[src/sv/nhfc_pkg.sv]
package nhfc_pkg;

  // Result kinds carried on the output tuser field
  localparam logic [3:0] KIND_DATA         = 4'd0;
  localparam logic [3:0] KIND_FRAME_OK     = 4'd1;
  localparam logic [3:0] KIND_BAD_PREAMBLE = 4'd2;
  localparam logic [3:0] KIND_BAD_LCS      = 4'd3;
  localparam logic [3:0] KIND_BAD_DIR      = 4'd4;
  localparam logic [3:0] KIND_CMD_MISMATCH = 4'd5;
  localparam logic [3:0] KIND_BAD_DCS      = 4'd6;
  localparam logic [3:0] KIND_BAD_POST     = 4'd7;
  localparam logic [3:0] KIND_LEN_SHORT    = 4'd8;

  // Frame constants
  localparam logic [7:0] PREAMBLE_ZERO  = 8'h00;
  localparam logic [7:0] START_CODE     = 8'hFF;
  localparam logic [7:0] DIR_TO_HOST    = 8'hD5;
  localparam logic [7:0] POSTAMBLE      = 8'h00;
  localparam logic [7:0] MIN_FRAME_LEN  = 8'd2;

  localparam logic [3:0] NO_ERROR = 4'd0;

  typedef struct packed {
    logic [7:0] rx_byte;
    logic [7:0] expected_command;
  } nhfc_item_t;

  typedef struct packed {
    logic       valid;
    logic [7:0] payload_byte;
    logic [3:0] result_kind;
    logic       frame_end;
  } nhfc_result_t;

endpackage

[src/sv/nhfc_parser.sv]
module nhfc_parser (
  input  logic                  clk,
  input  logic                  rst,
  input  logic                  step,
  input  nhfc_pkg::nhfc_item_t  item,
  output nhfc_pkg::nhfc_result_t result
);

  typedef enum logic [3:0] {
    PH_PRE0     = 4'd0,
    PH_PRE1     = 4'd1,
    PH_START    = 4'd2,
    PH_LEN      = 4'd3,
    PH_LCS      = 4'd4,
    PH_DIR      = 4'd5,
    PH_RSP      = 4'd6,
    PH_PAYLOAD  = 4'd7,
    PH_DCS      = 4'd8,
    PH_POST_OK  = 4'd9,
    PH_POST_BAD = 4'd10
  } phase_t;

  phase_t     phase, phase_next;
  logic [7:0] frame_length, frame_length_next;
  // header error code during the header, payload count afterwards
  logic [7:0] bytes_left, bytes_left_next;
  logic [7:0] running_sum, running_sum_next;
  logic [7:0] latched_command, latched_command_next;

  logic [7:0] b;
  logic [3:0] hdr_err;
  logic [3:0] rsp_err;
  logic [7:0] payload_count;
  logic [7:0] remaining;

  assign b       = item.rx_byte;
  assign hdr_err = bytes_left[3:0];

  always_comb begin
    phase_next           = phase;
    frame_length_next    = frame_length;
    bytes_left_next      = bytes_left;
    running_sum_next     = running_sum;
    latched_command_next = latched_command;
    result               = '0;
    rsp_err              = hdr_err;
    payload_count        = frame_length - nhfc_pkg::MIN_FRAME_LEN;
    remaining            = bytes_left - 8'd1;

    case (phase)
      PH_PRE0: begin
        latched_command_next = item.expected_command;
        bytes_left_next = (b != nhfc_pkg::PREAMBLE_ZERO) ?
                          {4'd0, nhfc_pkg::KIND_BAD_PREAMBLE} : 8'd0;
        phase_next = PH_PRE1;
      end
      PH_PRE1: begin
        if (b != nhfc_pkg::PREAMBLE_ZERO && hdr_err == nhfc_pkg::NO_ERROR) begin
          bytes_left_next = {4'd0, nhfc_pkg::KIND_BAD_PREAMBLE};
        end
        phase_next = PH_START;
      end
      PH_START: begin
        if (b != nhfc_pkg::START_CODE && hdr_err == nhfc_pkg::NO_ERROR) begin
          bytes_left_next = {4'd0, nhfc_pkg::KIND_BAD_PREAMBLE};
        end
        phase_next = PH_LEN;
      end
      PH_LEN: begin
        frame_length_next = b;
        phase_next = PH_LCS;
      end
      PH_LCS: begin
        if ((frame_length + b) != 8'd0 && hdr_err == nhfc_pkg::NO_ERROR) begin
          bytes_left_next = {4'd0, nhfc_pkg::KIND_BAD_LCS};
        end
        phase_next = PH_DIR;
      end
      PH_DIR: begin
        if (b != nhfc_pkg::DIR_TO_HOST && hdr_err == nhfc_pkg::NO_ERROR) begin
          bytes_left_next = {4'd0, nhfc_pkg::KIND_BAD_DIR};
        end
        running_sum_next = b;
        phase_next = PH_RSP;
      end
      PH_RSP: begin
        // a command of FF expects 100, which never matches a byte
        if ({1'b0, b} != ({1'b0, latched_command} + 9'd1) &&
            rsp_err == nhfc_pkg::NO_ERROR) begin
          rsp_err = nhfc_pkg::KIND_CMD_MISMATCH;
        end
        if (frame_length < nhfc_pkg::MIN_FRAME_LEN && rsp_err == nhfc_pkg::NO_ERROR) begin
          rsp_err = nhfc_pkg::KIND_LEN_SHORT;
        end
        running_sum_next = running_sum + b;
        if (rsp_err != nhfc_pkg::NO_ERROR) begin
          result.valid       = 1'b1;
          result.result_kind = rsp_err;
          result.frame_end   = 1'b1;
          bytes_left_next    = 8'd0;
          phase_next         = PH_PRE0;
        end else begin
          bytes_left_next = payload_count;
          phase_next = (payload_count != 8'd0) ? PH_PAYLOAD : PH_DCS;
        end
      end
      PH_PAYLOAD: begin
        running_sum_next    = running_sum + b;
        bytes_left_next     = remaining;
        result.valid        = 1'b1;
        result.payload_byte = b;
        result.result_kind  = nhfc_pkg::KIND_DATA;
        if (remaining == 8'd0) begin
          phase_next = PH_DCS;
        end
      end
      PH_DCS: begin
        phase_next = ((running_sum + b) == 8'd0) ? PH_POST_OK : PH_POST_BAD;
      end
      PH_POST_OK: begin
        result.valid       = 1'b1;
        result.frame_end   = 1'b1;
        result.result_kind = (b != nhfc_pkg::POSTAMBLE) ?
                             nhfc_pkg::KIND_BAD_POST : nhfc_pkg::KIND_FRAME_OK;
        phase_next = PH_PRE0;
      end
      PH_POST_BAD: begin
        result.valid       = 1'b1;
        result.frame_end   = 1'b1;
        result.result_kind = nhfc_pkg::KIND_BAD_DCS;
        phase_next = PH_PRE0;
      end
      default: begin
        phase_next = PH_PRE0;
      end
    endcase

    if (!step) begin
      result.valid = 1'b0;
    end
  end

  always_ff @(posedge clk) begin
    if (rst) begin
      phase           <= PH_PRE0;
      frame_length    <= 8'd0;
      bytes_left      <= 8'd0;
      running_sum     <= 8'd0;
      latched_command <= 8'd0;
    end else if (step) begin
      phase           <= phase_next;
      frame_length    <= frame_length_next;
      bytes_left      <= bytes_left_next;
      running_sum     <= running_sum_next;
      latched_command <= latched_command_next;
    end
  end

endmodule

[config.mk]
export PLATFORM = sky130hd
export DESIGN_NAME = nhfc_parser
export DESIGN_NICKNAME = d
export VERILOG_FILES = /design/src/sv/nhfc_pkg.sv /design/src/sv/nhfc_parser.sv
export SDC_FILE = /design/constraint.sdc
export NUM_CORES = 1
export LEC_CHECK = 0
export BUFFER_PORTS_ARGS = -buffer_cell sky130_fd_sc_hd__buf_2
export CAP_MARGIN = 10
export CORE_MARGIN = 3
export CORE_UTILIZATION = 45
export CTS_CLUSTER_SIZE = 25
export DETAILED_ROUTE_END_ITERATION = 8
export PLACE_DENSITY = 0.76
export REMOVE_ABC_BUFFERS = 1
export SLEW_MARGIN = 15
export SYNTH_ARGS = -nofsm -noshare
export SYNTH_HDL_FRONTEND = slang
export SYNTH_SLANG_ARGS = --single-unit
[constraint.sdc]
create_clock -name clk -period 3 [get_ports clk]
set_clock_uncertainty 0.1 [all_clocks]
set_input_delay 0.6 -clock clk [delete_from_list [all_inputs] [get_ports clk]]
set_output_delay 0.6 -clock clk [all_outputs]
set_load 0.02 [all_outputs]
==> run_results.csv, run 1 <==
group,metric,value,unit
outcome,outcome,"finished clean",
drt,via_per_inst,5.84,
grt,grt_max_degree,37,
final_layout,diodes,0,
floorplan,fp.dieArea,8070,um^2
timing,hold_viol,0,
setup_path,slowest_stage,"dfxtp_2",
placement,dp.final_hpwl,6640,um
run,max_cap_violations,0,
grt,grt_pass1_wl,15300,um
final_layout,final_nets,503,
placement,gp_congestion,0.914,
setup_path,path_delay_family,"compound AO/OA/AOI/OAI gates",
final_layout,final_cell_mix,"44 x nor2_1, 36 x buf_4, 33 x dfxtp_1",
synth,syn-instance-count,416,
clocking,tritoncts,"yes",
synth,synth_compound_area_share,21.4,%
setup_path,reg2regPathDepth,10,
setup_path,critPathRequiredTime,2.30,ns
final_layout,final_util,57.2,%
drt,drt_iter0_drc,300,
clocking,cts_root_buf,"clkbuf_8",
power,ir_drop,271,uV
placement,port_buffers,32,
drt,routedWlPerCell,15.8,um
synth,syn_area_per_cell,7.61,um^2
synth,ys_async_sr_fraction,0,%
drt,detail-route-antenna-nets,0,
power,p_leak,1.55,nW
synth,yosys.area_share.simple,27.1,%
grt,grt_pass1_vias,3167,
floorplan,die_h,89.9,um
setup_path,worstSetupStartpointType,"flip-flop",
setup_path,cp-end-kind,"primary output",
power,p_per_area,304,nW/um^2
clocking,clk_pin_slew_worst_paths,0.08,ns
clocking,cts_buffer_depth,2,
timing,hold_ws,0.406,ns
clocking,htree_levels,2,
synth,synth_warnings,0,
hold_path,hold_path.class,"flip-flop to flip-flop",
final_layout,drive_gt1_share,20.6,%
setup_path,cp-endpoint,"result[13]",
timing,finalCritPeriodShare,98.5,%
drt,wl,8830,um
setup_path,cp_cell_sequence,"ha_4 -> o21ba_1 -> a221o_1 -> a22oi_2 -> a41oi_2 -> nor2_1 -> a21boi_1 -> o31a_1 -> buf_6",
synth,synth-edff-count,0,
final_layout,fin_cells,558,
floorplan,rows,29,
clocking,cts_made_buffers,5,
drt,drc,0,
floorplan,die_w,89.9,um
synth,synthMuxAreaShare,7.71,%
synth,ys_seq_area_share,22.8,%
setup_path,crit_start,"latched_command[0]",
drt,via_count,3258,
setup_path,r2r-start,"frame_length[0]",
drt,dr.pass1.iters,5,
placement,dp_cells,548,
timing,relSlewSlack,50.5,%
setup_path,critPathMaxStageDelay,0.34,ns
floorplan,coreArea,6570,um^2
synth,syn_area,3160,um^2
timing,setup_violations,0,
setup_path,arrival,2.26,ns
final_layout,layout_commonest_cell,"nor2_1",
clocking,clock_sinks,36,
final_layout,area_growth,18.6,%
timing,worstMarginPinSlew,0.743,ns
timing,fin_crit,2.96,ns
floorplan,io_pins,33,
setup_path,ff2ff_setup_slack,0.25,ns
timing,rsz0062_at_grt,"true",
timing,fin_tns_setup,0,ns
synth,synth_top_family_by_area,"simple AND/OR/NAND/NOR gates",
clocking,clk-insertion-delay-late,0.30,ns
synth,synth-adder-area-share,8.38,%
setup_path,cp.depth,9,
synth,yosys.area_share.xor_xnor,6.92,%
synth,synth-seq-cells,36,
synth,ys_types,57,
floorplan,initial_core_util,48.2,%
timing,fmax,338,MHz
synth,synth-main-ff-cell,"dfxtp_1",
setup_path,worstSetupPathType,"flip-flop to primary output",
timing,final_max_slew_viol_count,0,
setup_path,cp_num_buf_inv,1,
grt,track_usage,22.5,%
setup_path,worstPathMaxFanout,4,
setup_path,rr_endpoint,"bytes_left[0]",
grt,grt-ovfl-total,0,
grt,antenna_found_initial,0,
==> cells in the mapped netlist, drive strengths merged, types with 3 or more instances <==
cell type / instances / area, um^2
nor2: 44 / 165
mux2: 3 / 33.8
a32oi: 3 / 26.3
nand2b: 6 / 37.5
nor4b: 3 / 26.3
dfxtp: 36 / 721
nand3b: 3 / 22.5
xor2: 9 / 78.8
o21a: 3 / 22.5
o31a: 3 / 26.3
a21o: 3 / 22.5
clkbuf: 21 / 78.8
xnor2: 16 / 140
a31oi: 8 / 50.1
inv: 19 / 71.3
ha: 18 / 225
and2: 11 / 68.8
buf: 5 / 30.0
o2111ai: 4 / 35.0
nand3: 11 / 55.1
a311oi: 4 / 35.0
o21ai: 20 / 100
a21oi: 18 / 90.1
a211oi: 7 / 52.6
or2: 3 / 18.8
or3: 7 / 43.8
nor4: 4 / 25.0
nand2: 30 / 113
nor3: 19 / 105
mux2i: 21 / 210
o22ai: 9 / 56.3
nor2b: 11 / 68.8
nand4: 6 / 37.5
==> worst min path at each step <==
stage | start | end | slack, ns | cells past startpoint
6_report | running_sum[5] | running_sum[5] | 0.41 | 2
5_1_grt | running_sum[2] | running_sum[2] | 0.42 | 2
3_5_place_dp | running_sum[6] | running_sum[6] | 0.40 | 2
2_1_floorplan | running_sum[0] | running_sum[0] | 0.37 | 2
4_1_cts | running_sum[6] | running_sum[6] | 0.41 | 2
3_3_place_gp | running_sum[3] | running_sum[3] | 0.39 | 2
==> logic make-up after synthesis <==
kind of cell,after synthesis
fa+ha+maj,20
xor+xnor,25
compound gates,100
buf+inv,45
mux,24
simple gates,166
flops,36
==> worst reg2reg max path, cell delays in order (launching register included) <==
cell	delay [ns]
dfxtp_1	0.41
ha_1	0.20
inv_1	0.06
fa_1	0.39
nor2b_2	0.18
o22ai_1	0.10
a2111oi_0	0.35
o2111ai_1	0.22
nand2_2	0.17
mux2_2	0.35
o22ai_1	0.14
==> metal layers <==
metal	vias up	part of all wire [%]	global-route usage [%]
li1	1602	-	-
met1	1514	45	30.0
met2	125	47	37.4
met3	17	6.1	3.59
met4	0	2.2	7.02
met5	-	0	0
==> power by group <==
group          switching (mW)  total [mW]  internal, mW
combinational           0.146       0.265         0.118
sequential             0.0232       0.515         0.492
clock                   0.201       0.363         0.162
total                   0.370        1.14         0.773
==> flip-flops by register name, summed over array words and instances (netlist names) <==
signal / cells
latched_command: 8
phase: 4
frame_length: 8
bytes_left: 8
running_sum: 8
==> stage by stage <==
stage | setup slack [ns] | cell area, um^2 | power [mW]
after CTS | 0.00556 | 3730 | 1.14
after global routing | -0.0583 | 3750 | 1.20
after floorplan | 0.129 | 3060 | 0.668
final | 0.0444 | 3750 | 1.14
after detailed placement | -0.0825 | 3580 | 0.775
after global placement | -0.0101 | 3580 | 0.767
==> final cells by class <==
class                           count  area, um^2
Clock buffer                        5        68.8
Timing Repair Buffer               67         444
Tap cell                           93         116
Inverter                           19        71.3
Clock inverter                      3        18.8
Multi-Input combinational cell    335        2310
Fill cell                         613        2810
Sequential cell                    36         724
==> timing repair <==
| action | in CTS | in global routing |
|---|---|---|
| gates cloned | 0 | 0 |
| hold buffers | 0 | 0 |
| setup endpoints to repair | 6 | 14 |
| buffers inserted | 2 | 0 |
| resized for setup | 14 | 10 |
| pin swaps | 7 | 3 |
No activity file was read; power rests on OpenSTA's default activity.
==> run 2: changes to the inputs <==
ABC_CLOCK_PERIOD_IN_PS = 3000   (was unset)
PLACE_DENSITY = 0.71   (was 0.76)
==> run 2 against run 1 <==
Net effect:
- non-clock buffer count increased by 9
- worst setup slack hardly changed
- clock-buffer cell count up 2
- worst hold slack got worse by 0.0016 ns
- maximum frequency about the same
- cell area grew 2.6%
- die area unchanged
- critical path depth is the same
- global-route usage fell by 0.15 points
- first-iteration DRC count up 9.7%
- flip-flop and latch count stayed put
- wire length increased by 2.2%
- critical endpoint unchanged
- highest routed layer unchanged
==> run_results.csv, run 2 (same netlist as run 1, synthesis figures left out) <==
group,metric,value,unit
outcome,outcome,"finished clean",
setup_path,cp-end-kind,"primary output",
clocking,tritoncts,"yes",
timing,relSlewSlack,62.3,%
floorplan,io_pins,33,
final_layout,multi_input_area,2320,um^2
final_layout,final_nets,512,
power,p_leak,1.60,nW
final_layout,area_growth,21.7,%
final_layout,final_cell_mix,"44 x nor2_1, 43 x buf_4, 33 x dfxtp_1",
final_layout,drive_gt1_share,21.8,%
drt,drc,0,
floorplan,coreArea,6570,um^2
setup_path,worstPathMaxFanout,5,
drt,via_per_inst,5.84,
timing,fmax,338,MHz
final_layout,layout_commonest_cell,"nor2_1",
clocking,cts_buffer_depth,2,
clocking,clk_pin_slew_worst_paths,0.08,ns
setup_path,arrival,2.26,ns
timing,fin_crit,2.96,ns
drt,via_count,3308,
timing,finalCritPeriodShare,98.5,%
grt,grt-ovfl-total,0,
timing,hold_ws,0.404,ns
drt,detail-route-antenna-nets,0,
setup_path,worstSetupStartpointType,"flip-flop",
grt,grt_pass1_wl,15100,um
run,max_cap_violations,0,
clocking,clk-insertion-delay-late,0.30,ns
drt,wl,9020,um
grt,use_met2,36.3,%
timing,hold_viol,0,
setup_path,worstSetupPathType,"flip-flop to primary output",
drt,routedWlPerCell,15.9,um
grt,track_usage,22.4,%
grt,use_met3,3.09,%
timing,setup_violations,0,
floorplan,fp.dieArea,8070,um^2
timing,worstMarginPinSlew,0.565,ns
hold_path,hold_path.class,"flip-flop to flip-flop",
final_layout,diodes,0,
grt,busiest_layer,"met2",
final_layout,seqCellArea,724,um^2
clocking,clock_sinks,36,
grt,grt_pass1_vias,3150,
final_layout,final.fill_count,600,
floorplan,die_h,89.9,um
clocking,cts_made_buffers,5,
grt,grt.met1_usage,30.4,%
floorplan,rows,29,
power,p_per_area,309,nW/um^2
power,ir_drop,257,uV
floorplan,die_w,89.9,um
drt,drt_iter0_drc,329,
grt,antenna_found_initial,0,
clocking,htree_levels,2,
placement,gp_congestion,0.976,
placement,port_buffers,32,
timing,rsz0062_at_grt,"true",
placement,dp.final_hpwl,6820,um
drt,dr.pass1.iters,5,
power,total_power,1.19,mW
floorplan,initial_core_util,48.2,%
clocking,cts_root_buf,"clkbuf_8",
grt,grt_max_degree,21,
timing,final_max_slew_viol_count,0,
setup_path,critPathRequiredTime,2.30,ns
-- run 2: worst max-delay path, stage by stage (launching register included) --
cell and delay (ns):
dfxtp_2 0.34, ha_4 0.17, o21ba_1 0.17, a221o_1 0.32
a22oi_2 0.19, a41oi_4 0.18, nor2_1 0.12, a21boi_1 0.08
o31a_1 0.25, buf_6 0.13
-- run 2: path summary, 6_finish.rpt --
| kind | from | end | slack [ns] | cells after the start |
|---|---|---|---|---|
| hold / removal | running_sum[0] | running_sum[0] | 0.40 | 2 |
| setup / recovery | latched_command[1] | result[13] | 0.04 | 9 |
| setup reg to reg | bytes_left[1] | phase[2] | 0.21 | 9 |
| hold reg to reg | running_sum[0] | running_sum[0] | 0.40 | 2 |
-- run 2: power by group --
group	switching [mW]	total, mW	internal (mW)
registers	0.0241	0.516	0.492
logic	0.151	0.280	0.128
clock network	0.191	0.396	0.205
total	0.366	1.19	0.826
-- run 2: area by class of cell --
cell class                 count  share of cell area (%)
clock buffer                   7                    2.50
inverter                      19                    1.85
timing repair buffer          76                    13.5
multi-input combinational    335                    60.3
sequential                    36                    18.8
tap                           93                    3.02
-- run 2: metal layers --
metal | vias up | routed length (um) | part of all wire [%]
li1 | 1623 | - | -
met1 | 1562 | 4160 | 46
met2 | 108 | 4190 | 46
met3 | 15 | 499 | 5.5
met4 | 0 | 168 | 1.9
met5 | - | 0 | 0
-- run 2: stage by stage --
step | cells | utilization, % | setup TNS [ns] | area [um^2] | worst slack [ns]
after floorplan | 390 | - | 0 | 3060 | 0.129
after CTS | 565 | 58.1 | 0 | 3810 | 0.00621
after global routing | 566 | 58.6 | -0.269 | 3850 | -0.0804
after detailed placement | 556 | 55.6 | -0.538 | 3650 | -0.116
after global placement | 556 | 55.6 | -0.0892 | 3650 | -0.0344
final | 566 | 58.6 | 0 | 3850 | 0.0447
-- run 2: timing repair --
item,CTS,global route
hold buffers,0,0
gates cloned,0,0
pin swaps,7,5
resized for setup,15,8
setup endpoints to repair,6,14
endpoints found under the hold margin,0,0
setup buffers,2,1
==> run 3: changes to the inputs <==
PLACE_DENSITY = 0.66   (was 0.71)
==> run 3 against run 2 <==
Net effect:
- the run now ends with negative setup slack left
- first-iteration DRC count shrank 41%
- clock power shrank 5%
- global-route usage shrank 0.64 points
- largest cell class unchanged
==> run_results.csv, run 3 (same netlist as run 1, synthesis figures left out) <==
group,metric,value,unit
outcome,outcome,"finished, violations left",
outcome,failed_checks,"negative setup slack",
setup_path,crit_start,"latched_command[1]",
drt,via_count,3256,
clocking,htree_levels,2,
grt,grt-ovfl-total,0,
setup_path,worstSetupStartpointType,"flip-flop",
grt,grt_pass1_vias,3014,
placement,gp_congestion,0.935,
setup_path,rr_endpoint,"phase[2]",
grt,antenna_found_initial,0,
timing,setup_violations,1,
setup_path,ff2ff_setup_slack,0.16,ns
hold_path,holdPathEnd,"running_sum[5]",
final_layout,fin_cells,562,
hold_path,whs_path_depth,2,
run,max_cap_violations,0,
final_layout,final_cell_mix,"44 x nor2_1, 41 x buf_4, 33 x dfxtp_1",
timing,worstMarginPinSlew,0.726,ns
drt,via_per_inst,5.79,
floorplan,io_pins,33,
final_layout,diodes,0,
timing,fin_crit,3.01,ns
grt,grt_max_degree,37,
timing,finalCritPeriodShare,100,%
timing,hold_viol,0,
placement,dp_cells,552,
final_layout,fin_area,3790,um^2
floorplan,die_h,89.9,um
power,ir_drop,241,uV
clocking,cts_made_buffers,5,
timing,relSlewSlack,51.6,%
setup_path,worstSetupPathType,"flip-flop to primary output",
power,total_power,1.16,mW
clocking,clock_sinks,36,
timing,rsz0062_at_grt,"true",
setup_path,critPathRequiredTime,2.30,ns
hold_path,min_from,"running_sum[5]",
setup_path,worstPathMaxFanout,5,
grt,grt_pass1_wl,14500,um
final_layout,final.fill_count,612,
floorplan,die_w,89.9,um
placement,placed_cell_area,3610,um^2
final_layout,layout_commonest_cell,"nor2_1",
hold_path,hold_path.class,"flip-flop to flip-flop",
clocking,clk-insertion-delay-late,0.29,ns
power,p_leak,1.56,nW
grt,track_usage,21.7,%
floorplan,rows,29,
clocking,clk_pin_slew_worst_paths,0.08,ns
placement,dp.final_hpwl,6560,um
final_layout,area_growth,19.9,%
setup_path,reg2regPathDepth,9,
drt,drt_iter0_drc,195,
drt,routedWlPerCell,15.6,um
final_layout,drive_gt1_share,20.9,%
power,p_per_area,305,nW/um^2
timing,final_max_slew_viol_count,0,
floorplan,coreArea,6570,um^2
clocking,tritoncts,"yes",
setup_path,cp-end-kind,"primary output",
final_layout,final_nets,507,
setup_path,arrival,2.31,ns
placement,place_ws,-0.120,ns
placement,port_buffers,32,
setup_path,r2r-start,"bytes_left[0]",
clocking,cts_root_buf,"clkbuf_8",
timing,fmax,333,MHz
floorplan,fp.dieArea,8070,um^2
drt,detail-route-antenna-nets,0,
clocking,postCtsHoldBufs,0,
drt,wl,8790,um
clocking,cts_buffer_depth,2,
drt,drc,0,
timing,layout_setup_ws,-0.00571,ns
floorplan,initial_core_util,48.2,%
drt,dr.pass1.iters,5,
==> run 3: through the flow <==
stage	TNS (ns)	utilization (%)	hold slack [ns]
2_1_floorplan	0	-	0.375
4_1_cts	-0.0114	57.3	0.414
3_5_place_dp	-0.899	55.0	0.402
6_report	-0.00571	57.8	0.412
3_3_place_gp	-0.187	55.0	0.390
5_1_grt	-0.414	57.8	0.432
==> run 3: area by class of cell <==
cell class	instances	area (um^2)	share of cell area (%)
Sequential cell	36	724	19.1
Clock buffer	7	86.3	2.28
Inverter	19	71.3	1.88
Tap cell	93	116	3.07
Multi-Input combinational cell	335	2300	60.8
Clock inverter	1	7.51	0.198
Timing Repair Buffer	71	483	12.7
==> run 3: where the power goes <==
part           switching [mW]  leakage [nW]  internal (mW)
clock network           0.191        0.0445          0.187
registers              0.0253         0.293          0.492
logic                   0.141          1.22          0.120
==> run 3: worst max path at each step <==
stage / endpoint / slack [ns]
global route: result[13] / -0.15
global placement: bytes_left[3] / -0.03
CTS: result[13] / -0.006
detailed placement: bytes_left[0] / -0.12
floorplan: bytes_left[0] / 0.13
finish: result[4] / -0.006
==> run 3: worst max-delay path, stage by stage, from the launching register on <==
cell     delay (ns)
dfxtp_2        0.34
ha_4           0.17
o21ba_1        0.16
a221o_1        0.32
a22oi_2        0.17
a41oi_2        0.18
buf_4          0.21
nor3_1         0.18
o21a_1         0.14
buf_4          0.13
==> run 3: layer usage <==
metal | GRT usage [%] | share of wire [%]
met5 | 0 | 0
met4 | 6.51 | 1.9
met3 | 3.17 | 5.3
met2 | 36.5 | 47
met1 | 28.9 | 46
==> run 3: timing repair <==
item / CTS / global route
pin swaps: 7 / 1
setup buffers: 2 / 0
cloned: 0 / 0
endpoints found under the hold margin: 0 / 0
gates resized for setup: 14 / 13
setup endpoints to repair: 6 / 13
